<file path="src/rtl/ccd_pkg.sv">
// Shared types, constants and helpers for the charge-complete detector.
// Used by ccd_regs, ccd_ring and charge_complete_detector; no dependencies.
package ccd_pkg;

    localparam int SAMPLE_COUNT = 8;
    localparam int RING_AW      = (SAMPLE_COUNT > 1) ? $clog2(SAMPLE_COUNT) : 1;
    localparam int FILL_W       = $clog2(SAMPLE_COUNT + 1);
    localparam int APB_AW       = 5;

    localparam logic signed [15:0] DELTA_MAX = 16'sd32767;
    localparam logic signed [15:0] DELTA_MIN = -16'sd32767;

    typedef enum logic [1:0] {
        MODE_TICK        = 2'd0,
        MODE_MANUAL_SET  = 2'd1,
        MODE_MANUAL_DONE = 2'd2,
        MODE_CLEAR       = 2'd3
    } mode_t;

    typedef enum logic [1:0] {
        PH_IDLE     = 2'd0,
        PH_CHARGING = 2'd1,
        PH_COMPLETE = 2'd2
    } phase_t;

    typedef enum logic [2:0] {
        REG_SAMPLE_PERIOD = 3'd0,
        REG_RISE_THRESH   = 3'd1,
        REG_FLAT_THRESH   = 3'd2,
        REG_DROP_THRESH   = 3'd3,
        REG_FULL_PERCENT  = 3'd4,
        REG_FULL_VOLTAGE  = 3'd5,
        REG_MANUAL_HOLD   = 3'd6,
        REG_CHIME_HOLD    = 3'd7
    } reg_idx_t;

    typedef struct packed {
        mode_t       mode;
        logic [31:0] now_ms;
        logic [15:0] voltage_mv;
        logic [6:0]  percent;
        logic        charging_on;
    } in_item_t;

    typedef struct packed {
        phase_t             phase;
        logic               chime;
        logic               sampled;
        logic signed [15:0] delta_mv;
    } out_item_t;

    typedef struct packed {
        logic [15:0] sample_period_ms;
        logic [14:0] rise_threshold_mv;
        logic [14:0] flat_threshold_mv;
        logic [14:0] drop_threshold_mv;
        logic [6:0]  full_percent;
        logic [15:0] full_voltage_mv;
        logic [31:0] manual_hold_ms;
        logic [31:0] chime_hold_ms;
    } cfg_t;

    function automatic logic [RING_AW-1:0] ring_inc(input logic [RING_AW-1:0] a);
        ring_inc = (a == RING_AW'(SAMPLE_COUNT - 1)) ? '0 : a + 1'b1;
    endfunction

endpackage

</file>
<file path="src/rtl/ccd_regs.sv">
// APB configuration registers of the charge-complete detector.
// Depends on ccd_pkg (cfg_t, reg_idx_t, APB_AW).
module ccd_regs (
    input  logic                       aclk,
    input  logic                       aresetn,
    input  logic                       psel,
    input  logic                       penable,
    input  logic                       pwrite,
    input  logic [ccd_pkg::APB_AW-1:0] paddr,
    input  logic [31:0]                pwdata,
    output logic [31:0]                prdata,
    output logic                       pready,
    output ccd_pkg::cfg_t              cfg
);

    ccd_pkg::cfg_t     cfg_reg;
    ccd_pkg::reg_idx_t idx;
    logic              wr_en;

    assign pready = 1'b1;
    assign idx    = ccd_pkg::reg_idx_t'(paddr[4:2]);
    assign wr_en  = psel && penable && pwrite && pready;
    assign cfg    = cfg_reg;

    always_ff @(posedge aclk) begin
        if (!aresetn) begin
            cfg_reg.sample_period_ms  <= 16'd1000;
            cfg_reg.rise_threshold_mv <= 15'd30;
            cfg_reg.flat_threshold_mv <= 15'd5;
            cfg_reg.drop_threshold_mv <= 15'd40;
            cfg_reg.full_percent      <= 7'd95;
            cfg_reg.full_voltage_mv   <= 16'd4150;
            cfg_reg.manual_hold_ms    <= 32'd10000;
            cfg_reg.chime_hold_ms     <= 32'd60000;
        end else if (wr_en) begin
            unique case (idx)
                ccd_pkg::REG_SAMPLE_PERIOD: cfg_reg.sample_period_ms  <= pwdata[15:0];
                ccd_pkg::REG_RISE_THRESH:   cfg_reg.rise_threshold_mv <= pwdata[14:0];
                ccd_pkg::REG_FLAT_THRESH:   cfg_reg.flat_threshold_mv <= pwdata[14:0];
                ccd_pkg::REG_DROP_THRESH:   cfg_reg.drop_threshold_mv <= pwdata[14:0];
                ccd_pkg::REG_FULL_PERCENT:  cfg_reg.full_percent      <= pwdata[6:0];
                ccd_pkg::REG_FULL_VOLTAGE:  cfg_reg.full_voltage_mv   <= pwdata[15:0];
                ccd_pkg::REG_MANUAL_HOLD:   cfg_reg.manual_hold_ms    <= pwdata;
                ccd_pkg::REG_CHIME_HOLD:    cfg_reg.chime_hold_ms     <= pwdata;
                default: ;
            endcase
        end
    end

    always_comb begin
        unique case (idx)
            ccd_pkg::REG_SAMPLE_PERIOD: prdata = {16'd0, cfg_reg.sample_period_ms};
            ccd_pkg::REG_RISE_THRESH:   prdata = {17'd0, cfg_reg.rise_threshold_mv};
            ccd_pkg::REG_FLAT_THRESH:   prdata = {17'd0, cfg_reg.flat_threshold_mv};
            ccd_pkg::REG_DROP_THRESH:   prdata = {17'd0, cfg_reg.drop_threshold_mv};
            ccd_pkg::REG_FULL_PERCENT:  prdata = {25'd0, cfg_reg.full_percent};
            ccd_pkg::REG_FULL_VOLTAGE:  prdata = {16'd0, cfg_reg.full_voltage_mv};
            ccd_pkg::REG_MANUAL_HOLD:   prdata = cfg_reg.manual_hold_ms;
            ccd_pkg::REG_CHIME_HOLD:    prdata = cfg_reg.chime_hold_ms;
            default:                    prdata = '0;
        endcase
    end

endmodule

</file>
<file path="src/rtl/ccd_ring.sv">
// Voltage sample ring: one write port, one registered read port,
// write-to-read forwarding on a same-address hit. Depends on ccd_pkg.
module ccd_ring (
    input  logic                        aclk,
    input  logic                        wr_en,
    input  logic [ccd_pkg::RING_AW-1:0] wr_addr,
    input  logic [15:0]                 wr_data,
    input  logic [ccd_pkg::RING_AW-1:0] rd_addr,
    output logic [15:0]                 rd_data
);

    logic [15:0] mem [ccd_pkg::SAMPLE_COUNT];
    logic [15:0] rd_data_reg;

    assign rd_data = rd_data_reg;

    always_ff @(posedge aclk) begin
        if (wr_en) begin
            mem[wr_addr] <= wr_data;
        end
    end

    always_ff @(posedge aclk) begin
        if (wr_en && (wr_addr == rd_addr)) begin
            rd_data_reg <= wr_data;
        end else begin
            rd_data_reg <= mem[rd_addr];
        end
    end

endmodule

</file>
<file path="src/rtl/charge_complete_detector.sv">
// Charge-complete detector top level. Depends on ccd_pkg, ccd_regs, ccd_ring.
// A result item is registered in m_item_reg, or in the skid stage while stalled.
// Throughput: one item per cycle while the skid is empty; the ring is read ahead at the next
// oldest entry, so each item finds its oldest sample already registered.
// Output register plus a skid stage; s_ready depends only on the skid state.
// Reset: aresetn clears phase, flags, ring pointers and hold ends, sets config defaults;
// the ring memory itself is not cleared (the fill count guards it).
module charge_complete_detector (
    input  logic                       aclk,
    input  logic                       aresetn,
    input  logic                       s_valid,
    output logic                       s_ready,
    input  ccd_pkg::in_item_t          s_item,
    output logic                       m_valid,
    input  logic                       m_ready,
    output ccd_pkg::out_item_t         m_item,
    input  logic                       psel,
    input  logic                       penable,
    input  logic                       pwrite,
    input  logic [ccd_pkg::APB_AW-1:0] paddr,
    input  logic [31:0]                pwdata,
    output logic [31:0]                prdata,
    output logic                       pready
);

    localparam int AW = ccd_pkg::RING_AW;
    localparam int FW = ccd_pkg::FILL_W;

    ccd_pkg::cfg_t cfg;

    ccd_pkg::phase_t    phase_reg, phase_next;
    logic               fired_reg, fired_next;
    logic [AW-1:0]      head_reg, head_next;
    logic [FW-1:0]      fill_reg, fill_next;
    logic [31:0]        last_time_reg, last_time_next;
    logic [31:0]        man_end_reg, man_end_next;
    logic [31:0]        chime_end_reg, chime_end_next;
    logic signed [15:0] delta_reg, delta_next;

    logic               acc;
    logic               take_sample;
    logic [31:0]        elapsed;
    logic [FW-1:0]      fill_inc;
    logic               full_after;
    logic [15:0]        oldest;
    logic signed [16:0] diff;
    logic signed [15:0] diff_sat;
    logic signed [15:0] window_d;
    logic signed [16:0] drop_sum;
    logic               judge;
    logic               rise_hit, flat_hit, drop_hit, full_hit;
    logic               fire_req, chime;
    ccd_pkg::out_item_t result;

    logic               m_valid_reg, skid_valid_reg;
    ccd_pkg::out_item_t m_item_reg, skid_item_reg;

    ccd_regs u_regs (
        .aclk    (aclk),
        .aresetn (aresetn),
        .psel    (psel),
        .penable (penable),
        .pwrite  (pwrite),
        .paddr   (paddr),
        .pwdata  (pwdata),
        .prdata  (prdata),
        .pready  (pready),
        .cfg     (cfg)
    );

    ccd_ring u_ring (
        .aclk    (aclk),
        .wr_en   (take_sample),
        .wr_addr (head_reg),
        .wr_data (s_item.voltage_mv),
        .rd_addr (ccd_pkg::ring_inc(head_next)),
        .rd_data (oldest)
    );

    assign s_ready = !skid_valid_reg;
    assign acc     = s_valid && s_ready;

    assign elapsed     = s_item.now_ms - last_time_reg;
    assign take_sample = acc && (s_item.mode == ccd_pkg::MODE_TICK)
                         && (elapsed >= {16'd0, cfg.sample_period_ms});

    assign fill_inc   = (fill_reg == FW'(ccd_pkg::SAMPLE_COUNT)) ? fill_reg : fill_reg + 1'b1;
    assign full_after = (fill_inc == FW'(ccd_pkg::SAMPLE_COUNT));

    // newest is the voltage being written; oldest is the entry after head
    assign diff     = $signed({1'b0, s_item.voltage_mv}) - $signed({1'b0, oldest});
    assign diff_sat = (diff > 17'sd32767)  ? ccd_pkg::DELTA_MAX :
                      (diff < -17'sd32767) ? ccd_pkg::DELTA_MIN : diff[15:0];
    assign window_d = full_after ? diff_sat : '0;

    assign judge = take_sample && full_after
                   && (s_item.now_ms >= man_end_reg) && (s_item.now_ms >= chime_end_reg);

    assign drop_sum = $signed({window_d[15], window_d})
                      + $signed({2'b00, cfg.drop_threshold_mv});
    assign rise_hit = window_d >= $signed({1'b0, cfg.rise_threshold_mv});
    assign flat_hit = window_d < $signed({1'b0, cfg.flat_threshold_mv});
    assign drop_hit = drop_sum <= 17'sd0;
    assign full_hit = (s_item.percent >= cfg.full_percent)
                      || (s_item.voltage_mv >= cfg.full_voltage_mv);

    // phase next state
    always_comb begin
        phase_next = phase_reg;
        if (acc) begin
            unique case (s_item.mode)
                ccd_pkg::MODE_MANUAL_SET:
                    phase_next = s_item.charging_on ? ccd_pkg::PH_CHARGING : ccd_pkg::PH_IDLE;
                ccd_pkg::MODE_MANUAL_DONE: phase_next = ccd_pkg::PH_COMPLETE;
                ccd_pkg::MODE_CLEAR:       phase_next = ccd_pkg::PH_IDLE;
                ccd_pkg::MODE_TICK: begin
                    if (judge) begin
                        unique case (phase_reg)
                            ccd_pkg::PH_IDLE:
                                if (rise_hit) phase_next = ccd_pkg::PH_CHARGING;
                            ccd_pkg::PH_CHARGING:
                                if (flat_hit && full_hit) phase_next = ccd_pkg::PH_COMPLETE;
                            ccd_pkg::PH_COMPLETE:
                                if (drop_hit) phase_next = ccd_pkg::PH_IDLE;
                            default: phase_next = ccd_pkg::PH_IDLE;
                        endcase
                    end
                end
                default: ;
            endcase
        end
    end

    // chime, holds, ring pointers
    always_comb begin
        fire_req = acc && ((s_item.mode == ccd_pkg::MODE_MANUAL_DONE)
                   || (judge && (phase_reg == ccd_pkg::PH_CHARGING) && flat_hit && full_hit));
        chime          = fire_req && !fired_reg;
        fired_next     = fired_reg;
        man_end_next   = man_end_reg;
        chime_end_next = chime_end_reg;
        head_next      = head_reg;
        fill_next      = fill_reg;
        last_time_next = last_time_reg;
        delta_next     = delta_reg;

        if (acc) begin
            unique case (s_item.mode)
                ccd_pkg::MODE_MANUAL_SET: begin
                    man_end_next = s_item.now_ms + cfg.manual_hold_ms;
                    fired_next   = 1'b0;
                end
                ccd_pkg::MODE_MANUAL_DONE: begin
                    man_end_next = s_item.now_ms + cfg.manual_hold_ms;
                end
                ccd_pkg::MODE_CLEAR: begin
                    fired_next     = 1'b0;
                    man_end_next   = '0;
                    chime_end_next = '0;
                    head_next      = '0;
                    fill_next      = '0;
                    delta_next     = '0;
                end
                ccd_pkg::MODE_TICK: begin
                    if (take_sample) begin
                        head_next      = ccd_pkg::ring_inc(head_reg);
                        fill_next      = fill_inc;
                        last_time_next = s_item.now_ms;
                        delta_next     = window_d;
                    end
                    if (judge && (phase_reg == ccd_pkg::PH_IDLE) && rise_hit) begin
                        fired_next = 1'b0;
                    end
                    if (judge && (phase_reg == ccd_pkg::PH_COMPLETE) && drop_hit) begin
                        fired_next = 1'b0;
                    end
                end
                default: ;
            endcase
            if (chime) begin
                fired_next     = 1'b1;
                chime_end_next = s_item.now_ms + cfg.chime_hold_ms;
            end
        end
    end

    always_comb begin
        result.phase    = phase_next;
        result.chime    = chime;
        result.sampled  = take_sample;
        result.delta_mv = delta_next;
    end

    always_ff @(posedge aclk) begin
        if (!aresetn) begin
            phase_reg     <= ccd_pkg::PH_IDLE;
            fired_reg     <= 1'b0;
            head_reg      <= '0;
            fill_reg      <= '0;
            last_time_reg <= '0;
            man_end_reg   <= '0;
            chime_end_reg <= '0;
            delta_reg     <= '0;
        end else begin
            phase_reg     <= phase_next;
            fired_reg     <= fired_next;
            head_reg      <= head_next;
            fill_reg      <= fill_next;
            last_time_reg <= last_time_next;
            man_end_reg   <= man_end_next;
            chime_end_reg <= chime_end_next;
            delta_reg     <= delta_next;
        end
    end

    // output register with skid stage
    always_ff @(posedge aclk) begin
        if (!aresetn) begin
            m_valid_reg    <= 1'b0;
            skid_valid_reg <= 1'b0;
        end else if (m_ready || !m_valid_reg) begin
            if (skid_valid_reg) begin
                m_valid_reg    <= 1'b1;
                skid_valid_reg <= 1'b0;
            end else begin
                m_valid_reg <= acc;
            end
        end else if (acc) begin
            skid_valid_reg <= 1'b1;
        end
    end

    always_ff @(posedge aclk) begin
        if (m_ready || !m_valid_reg) begin
            if (skid_valid_reg) begin
                m_item_reg <= skid_item_reg;
            end else if (acc) begin
                m_item_reg <= result;
            end
        end else if (acc) begin
            skid_item_reg <= result;
        end
    end

    assign m_valid = m_valid_reg;
    assign m_item  = m_item_reg;

endmodule

</file>
<file path="config.mk">
export PLATFORM = sky130hd
export DESIGN_NAME = charge_complete_detector
export DESIGN_NICKNAME = d
export VERILOG_FILES = /design/src/rtl/ccd_pkg.sv /design/src/rtl/ccd_regs.sv /design/src/rtl/ccd_ring.sv /design/src/rtl/charge_complete_detector.sv
export SDC_FILE = /design/constraint.sdc
export NUM_CORES = 1
export LEC_CHECK = 0
export BUFFER_PORTS_ARGS = -buffer_cell sky130_fd_sc_hd__buf_2
export CELL_PAD_IN_SITES_DETAIL_PLACEMENT = 1
export CELL_PAD_IN_SITES_GLOBAL_PLACEMENT = 2
export CORE_UTILIZATION = 35
export CTS_CLUSTER_SIZE = 14
export DETAILED_ROUTE_END_ITERATION = 10
export HOLD_SLACK_MARGIN = 0.08
export PLACE_DENSITY = 0.8
export SYNTH_ARGS = -nofsm -noshare
export SYNTH_HDL_FRONTEND = slang
export SYNTH_SLANG_ARGS = --single-unit
</file>
<file path="constraint.sdc">
create_clock -name aclk -period 23.1 [get_ports aclk]
set_clock_uncertainty 0.15 [all_clocks]
set_input_delay 2.31 -clock aclk [delete_from_list [all_inputs] [get_ports aclk]]
set_output_delay 2.31 -clock aclk [all_outputs]
set_load 0.05 [all_outputs]
</file>
==> impl_results.md, run 1 <==
* Slew of the pin with the lowest slew margin at 1.38 ns
* Syn_nets at 3554
* CP arrival at 10.46 ns
* R2R cell count at 30
* Drt first pass iters at 5
* Final setup violation count at 0
* Slew headroom at 7.10%
* Vias/cell at 5.54
* Critical path buffers and inverters at 3
* DIE HEIGHT at 287 µm
* Peak VDD IR at 59.7 µV
* DRT iter0 DRCs at 1247
* Top delay family on crit path: simple AND/OR/NAND/NOR gates
* # H-tree levels at 2
* Most common cell on crit path: ha_1
* Core box area at 80400 µm²
* Worst skew pair latency at 0.66 ns
* Placer congestion estimate at 0.862
* Num rows at 104
* Worst hold path class: flop to flop
* Max-cap check violation count at 0
* Origin of the critical flop-to-flop path: last_time_reg[1]
* Port-buffer cells at 153
* Number of synthesized register bits at 456
* Final Hold Viols at 0
* Ratio of cells with drive above 1 in the final layout at 11.7%
* Syn_area_per_cell at 8.91 µm²
* WHS Path Cells at 2
* Sequential fraction of the synthesis area at 38.0%
* Total Routing Usage GR at 23.7%
* P&R area growth vs syn at 13.3%
* CP Max Fanout at 20
* Vias at 24.3k
* Worst-path clk slew at 0.06 ns
* Placed cell area at 30300 µm²
* CTS Sinks at 456
* I/O pin cnt at 157
* Post-synth EDFFs at 168
* First-pass GRT wire length at 150 mm
* Slowest library cell on the worst path: nor3_4
* DPL Wire Length at 71.8 mm
* WL/cell at 22.5 µm
* Critical path required time at 23.49 ns
* Leakage power at 12.7 nW
* Hold EP: last_time_reg[5]
* Post-Synthesis Cells at 3192
* Starting density of the core at 35.4%
* Max reg flops at 148
* Final worst path period need at 10.07 ns
* Synthesized area at 28500 µm²
* Primary FF master, synth: dfxtp_1
* Die ar. at 82400 µm²
* Setup Fix Bufs, Post-CTS at 0
* PD cells at 65.4 nW/µm²
* RSZ-0062 raised after global routing: false
* Hold WS at 0.303 ns
* Vias in the first global route at 24.9k
* Worst setup EP type: flop
* Yosys warnings at 0
* Antenna violations before repair at 6
* Fillers at 9407
* Hold Startpoint: last_time_reg[5]
* Largest net degree at the start of global routing at 84
* Startpoint class of the critical path: input port
* Antenna viol nets, final at 0
* Synth unique cells at 108
* Asr flop ratio synth at 0%
* CTS tree: yes
* Setup TNS at 0 ns
* Critical path type: input port to flop
* Root Driver: clkbuf_16
* CTS Buf Count at 55
* PostCTS Resize Cnt at 0
* Status: finished clean
* Post-route cell area at 32200 µm²
* Crit path largest cell delay at 0.93 ns
* Hold-fix buffers at CTS at 0
* Max Clock Freq at 99.4 MHz
* GRT overflow at 0
* Reg2reg end: u_ring.rd_data[7]
* Reg2Reg Setup Slack at 14.56 ns
* Max-slew violations at 0
* Clock buffer depth at 3
* Period Utilization, post-route at 43.6%
* Chip Width at 287 µm
* Final WL at 98.6 mm
* NumNets Final at 3644
* Util after Layout at 40.1%
* Remaining DRCs at 0
## logic make-up (layout without fill, tap and decap cells)
family / Yosys count / after routing / share of synthesized area (%)
AO/OA/AOI/OAI: 893 / 893 / 20.3
XOR/XNOR: 91 / 91 / 2.83
adder cells (fa/ha/maj): 270 / 270 / 11.9
buffers and inverters: 388 / 524 / 5.33
flip-flops: 456 / 456 / 38.0
multiplexers: 97 / 97 / 5.44
other: 1 / 5 / 0.0132
AND/OR/NAND/NOR: 996 / 996 / 16.2
## worst register-to-register path: cells and delay by family, from the launching register on
kind | cells | cell delay (ns)
xor+xnor | 1 | 0.08
buf+inv | 3 | 0.46
simple gates | 8 | 2.96
mux | 2 | 0.75
compound gates | 12 | 2.81
flops | 1 | 0.32
fa+ha+maj | 4 | 0.91
## worst max-delay path by stage
stage	startpoint	endpoint	slack (ns)	depth (start not counted)
2_1_floorplan	s_item[31]	u_ring.rd_data[3]	13.91	30
3_3_place_gp	s_item[25]	u_ring.rd_data[4]	12.49	30
3_5_place_dp	s_item[25]	u_ring.rd_data[7]	12.35	30
4_1_cts	s_item[25]	u_ring.rd_data[7]	13.08	30
5_1_grt	s_item[25]	u_ring.rd_data[5]	12.47	30
6_report	s_item[25]	u_ring.rd_data[7]	13.03	30
## Yosys cell counts (24+ instances only)
cell	number	area, µm²
xnor2_1	69	604
nand3_1	90	450
o211ai_1	50	375
a21o_1	69	518
nand2_1	492	1850
a21oi_1	342	1710
edfxtp_1	168	5040
and3_1	28	175
clkbuf_1	117	439
mux4_1	24	631
o21ai_0	117	586
a22oi_1	36	270
ha_1	255	3190
o21a_1	41	308
nand2b_1	37	231
and2_1	39	244
dfxtp_1	288	5770
nor2_1	128	480
inv_1	228	856
nor3_1	56	280
mux2_2	38	428
mux2i_1	24	240
## final cells by class
cell class | instances | area, µm² | area share, %
Multi-Input combinational cell | 2348 | 16200 | 50.3
Sequential cell | 456 | 10800 | 33.5
Clock buffer | 68 | 1500 | 4.64
Tap cell | 1060 | 1330 | 4.11
Timing Repair Buffer | 188 | 1030 | 3.19
Inverter | 233 | 880 | 2.73
Clock inverter | 35 | 465 | 1.44
Antenna cell | 4 | 10.0 | 0.0310
## cells in the final DEF, fill, tap and decap left out, drive strengths merged, types with 35 or more instances in the layout
master,Yosys,layout
nand2,493,493
a21oi,346,346
dfxtp,288,288
ha,255,255
inv,232,235
buf,35,188
edfxtp,168,168
nor2,130,130
o21ai,129,129
nand3,92,92
xnor2,70,70
a21o,69,69
clkbuf,120,68
nor3,57,57
o211ai,50,50
o21a,41,41
and2,39,39
mux2,38,38
nand2b,37,37
a22oi,36,36
mux4,35,35
## metal layers
| layer | GRT usage [%] | share of wire, % |
|---|---|---|
| met5 | 0 | 0 |
| met4 | 7.21 | 2.8 |
| met3 | 2.75 | 3.5 |
| met1 | 31.2 | 46 |
| met2 | 40.4 | 48 |
## report_power, final
part	internal [mW]	switching (mW)
logic	0.104	0.205
clock network	0.554	0.388
registers	0.848	0.00909
total	1.51	0.602
## per-stage QoR
stage / power, mW / cells / setup slack [ns]
2_1_floorplan: 1.08 / 3192 / 13.91
3_3_place_gp: 1.18 / 4285 / 12.49
3_5_place_dp: 1.18 / 4285 / 12.35
4_1_cts: 2.13 / 4388 / 13.08
5_1_grt: 2.19 / 4392 / 12.47
6_report: 2.11 / 4392 / 13.03
(Power assumes the default switching activity.)
==> run 2: changes to the inputs <==
--- a/config.mk
+++ b/config.mk
@@ -12,7 +12,7 @@
 export CTS_CLUSTER_SIZE = 14
 export DETAILED_ROUTE_END_ITERATION = 10
 export HOLD_SLACK_MARGIN = 0.08
-export PLACE_DENSITY = 0.8
+export PLACE_DENSITY = 0.83
 export SYNTH_ARGS = -nofsm -noshare
 export SYNTH_HDL_FRONTEND = slang
 export SYNTH_SLANG_ARGS = --single-unit
==> constraint.sdc (replaced) <==
create_clock -name aclk -period 9.1 [get_ports aclk]
set_clock_uncertainty 0.15 [all_clocks]
set_input_delay 0.91 -clock aclk [delete_from_list [all_inputs] [get_ports aclk]]
set_output_delay 0.91 -clock aclk [all_outputs]
set_load 0.05 [all_outputs]
==> run 2 against run 1 <==
  * Combinational power rose to 2.5 times the previous value
  * Clock power up 150%
  * Global-route usage decreased by 0.30 points
  * Sequential power grew to 2.5 times the previous value
  * Non-clock buffer count grew 4
  * Die area unchanged
  * Count of clock-buffer cells in the layout is 15 higher
  * Critical path depth shrank 1
  * Core utilization hardly changed
  * Final cell count up 0.14%
  * Routed wire length is 1.1% lower
  * Critical endpoint is now u_ring.rd_data[5]
  * Highest routed layer unchanged
==> impl_results.md, run 2 (synthesis gave the netlist of run 1 again) <==
* Final setup violation count at 0 (unchanged)
* Status: finished clean
* Final Hold Viols at 0 (unchanged)
* Starting density of the core at 35.4% (unchanged)
* Worst hold path class: flop to flop
* Most common cell on crit path: ha_1
* Chip Width at 287 µm (unchanged)
* Setup Fix Bufs, Post-CTS at 0 (unchanged)
* WL/cell at 22.2 µm (-1.2%)
* Ratio of cells with drive above 1 in the final layout at 11.6% (-0.11 points)
* CP arrival at 8.05 ns (-2.41 ns)
* Max-cap check violation count at 0 (unchanged)
* Final WL at 97.6 mm (-1.1%)
* Clock buffer depth at 3 (unchanged)
* Most frequent cells in the layout: 490 x nand2_1, 342 x a21oi_1, 288 x dfxtp_1
* # H-tree levels at 2 (unchanged)
* PostCTS Resize Cnt at 0 (unchanged)
* DIE HEIGHT at 287 µm (unchanged)
* Vias in the first global route at 25.0k (+0.51%)
* Setup TNS at 0 ns (unchanged)
* RSZ-0062 raised after global routing: false
* CTS Buf Count at 55 (unchanged)
* Largest net degree at the start of global routing at 81 (-3.6%)
* Peak VDD IR at 146 µV (+140%)
* Vias/cell at 5.56 (+0.50%)
* DRT iter0 DRCs at 1388 (+11%)
* Max Clock Freq at 131 MHz
* Hold-fix buffers at CTS at 0 (unchanged)
* Max-slew violations at 0 (unchanged)
* Port-buffer cells at 153 (unchanged)
* Fillers at 9418 (+0.12%)
* Hold WS at 0.301 ns (-0.00172 ns)
* PD cells at 164 nW/µm² (+150%)
* Leakage power at 12.7 nW (about the same)
* FF/Latch Area at 10800 µm² (unchanged)
* Critical path required time at 9.50 ns (-13.99 ns)
* Crit path largest cell delay at 0.63 ns (-0.30 ns)
* Die ar. at 82400 µm² (unchanged)
* Multi-input gate area at 16200 µm² (about the same)
* P&R area growth vs syn at 13.3% (about the same)
* I/O pin cnt at 157 (unchanged)
* Placer congestion estimate at 0.888 (+3.0%)
* Critical path type: input port to flop
* Remaining DRCs at 0 (unchanged)
* Startpoint class of the critical path: input port
* Slew headroom at 15.6% (+8.5 points)
* Antenna violations before repair at 4 (-2)
* Antenna viol nets, final at 0 (unchanged)
* GRT overflow at 0 (unchanged)
* Worst-path clk slew at 0.07 ns (about the same)
* Final worst path period need at 7.65 ns
* Max reg flops at 148 (unchanged)
* CP Max Fanout at 32 (+60%)
* CTS tree: yes
* DPL Wire Length at 71.8 mm (about the same)
* First-pass GRT wire length at 150 mm (-0.43%)
* Num rows at 104 (unchanged)
* Period Utilization, post-route at 84.1%
* Total Routing Usage GR at 23.4% (-0.30 points)
* Commonest non-fill, non-tap cell in the layout: nand2_1
* Drt first pass iters at 5 (unchanged)
* NumNets Final at 3648 (+0.11%)
* Worst setup EP type: flop
* Slowest library cell on the worst path: or4b_4
* CTS Sinks at 456 (unchanged)
* Vias at 24.5k (+0.63%)
* Slew of the pin with the lowest slew margin at 1.26 ns (-0.126 ns)
* Root Driver: clkbuf_16
* Core box area at 80400 µm² (unchanged)
* Worst skew pair latency at 0.66 ns (about the same)
-- run 2: report_power, final --
part,internal (mW),total (mW),switching [mW]
Clock,1.35,2.32,0.969
Combinational,0.264,0.784,0.519
Sequential,2.15,2.18,0.0229
-- run 2: layout make-up --
| type | instances | area share [%] |
|---|---|---|
| clock inverters | 21 | 0.908 |
| multi-input cells | 2348 | 50.3 |
| flip-flops and latches | 456 | 33.5 |
| well taps | 1060 | 4.11 |
| clock buffers | 83 | 5.03 |
| repair buffers | 192 | 3.32 |
| diodes | 5 | 0.0388 |
| inverters | 233 | 2.73 |
-- run 2: layer usage --
layer	GRT usage, %	routed length, µm	vias to the layer above	share of wire, %
met5	0	0	-	0
met4	6.05	2140	0	2.2
met3	2.00	3370	109	3.4
met2	40.8	47500	442	49
met1	30.9	44600	12179	46
li1	-	-	11739	-
-- run 2: critical path: cells and delay by family --
family                     cells  cell delay [ns]
AOI/OAI and AO/OA             14             2.96
xor gates and xnor gates       1             0.10
adders and majority gates      4             1.02
buffers and inverters          2             0.46
muxes                          2             0.91
and+or+nand+nor                6             1.65
-- run 2: metrics by stage --
step	power, mW	setup slack (ns)	instance area (µm²)	cells	util, %
3_5_place_dp	3.00	0.771	30300	4289	37.7
3_3_place_gp	2.98	0.877	30300	4289	37.7
2_1_floorplan	2.74	1.31	28500	3192	-
6_report	5.28	1.45	32200	4398	40.1
4_1_cts	5.32	1.45	32200	4393	40.1
5_1_grt	5.47	0.896	32200	4396	40.1
-- run 2: worst paths after layout --
check	from	endpoint	slack [ns]	cells past startpoint
max	s_item[25]	u_ring.rd_data[5]	1.45	29
min reg2reg	man_end_reg[29]	man_end_reg[29]	0.30	2
min	man_end_reg[29]	man_end_reg[29]	0.30	2
max reg2reg	last_time_reg[1]	u_ring.rd_data[5]	1.56	29
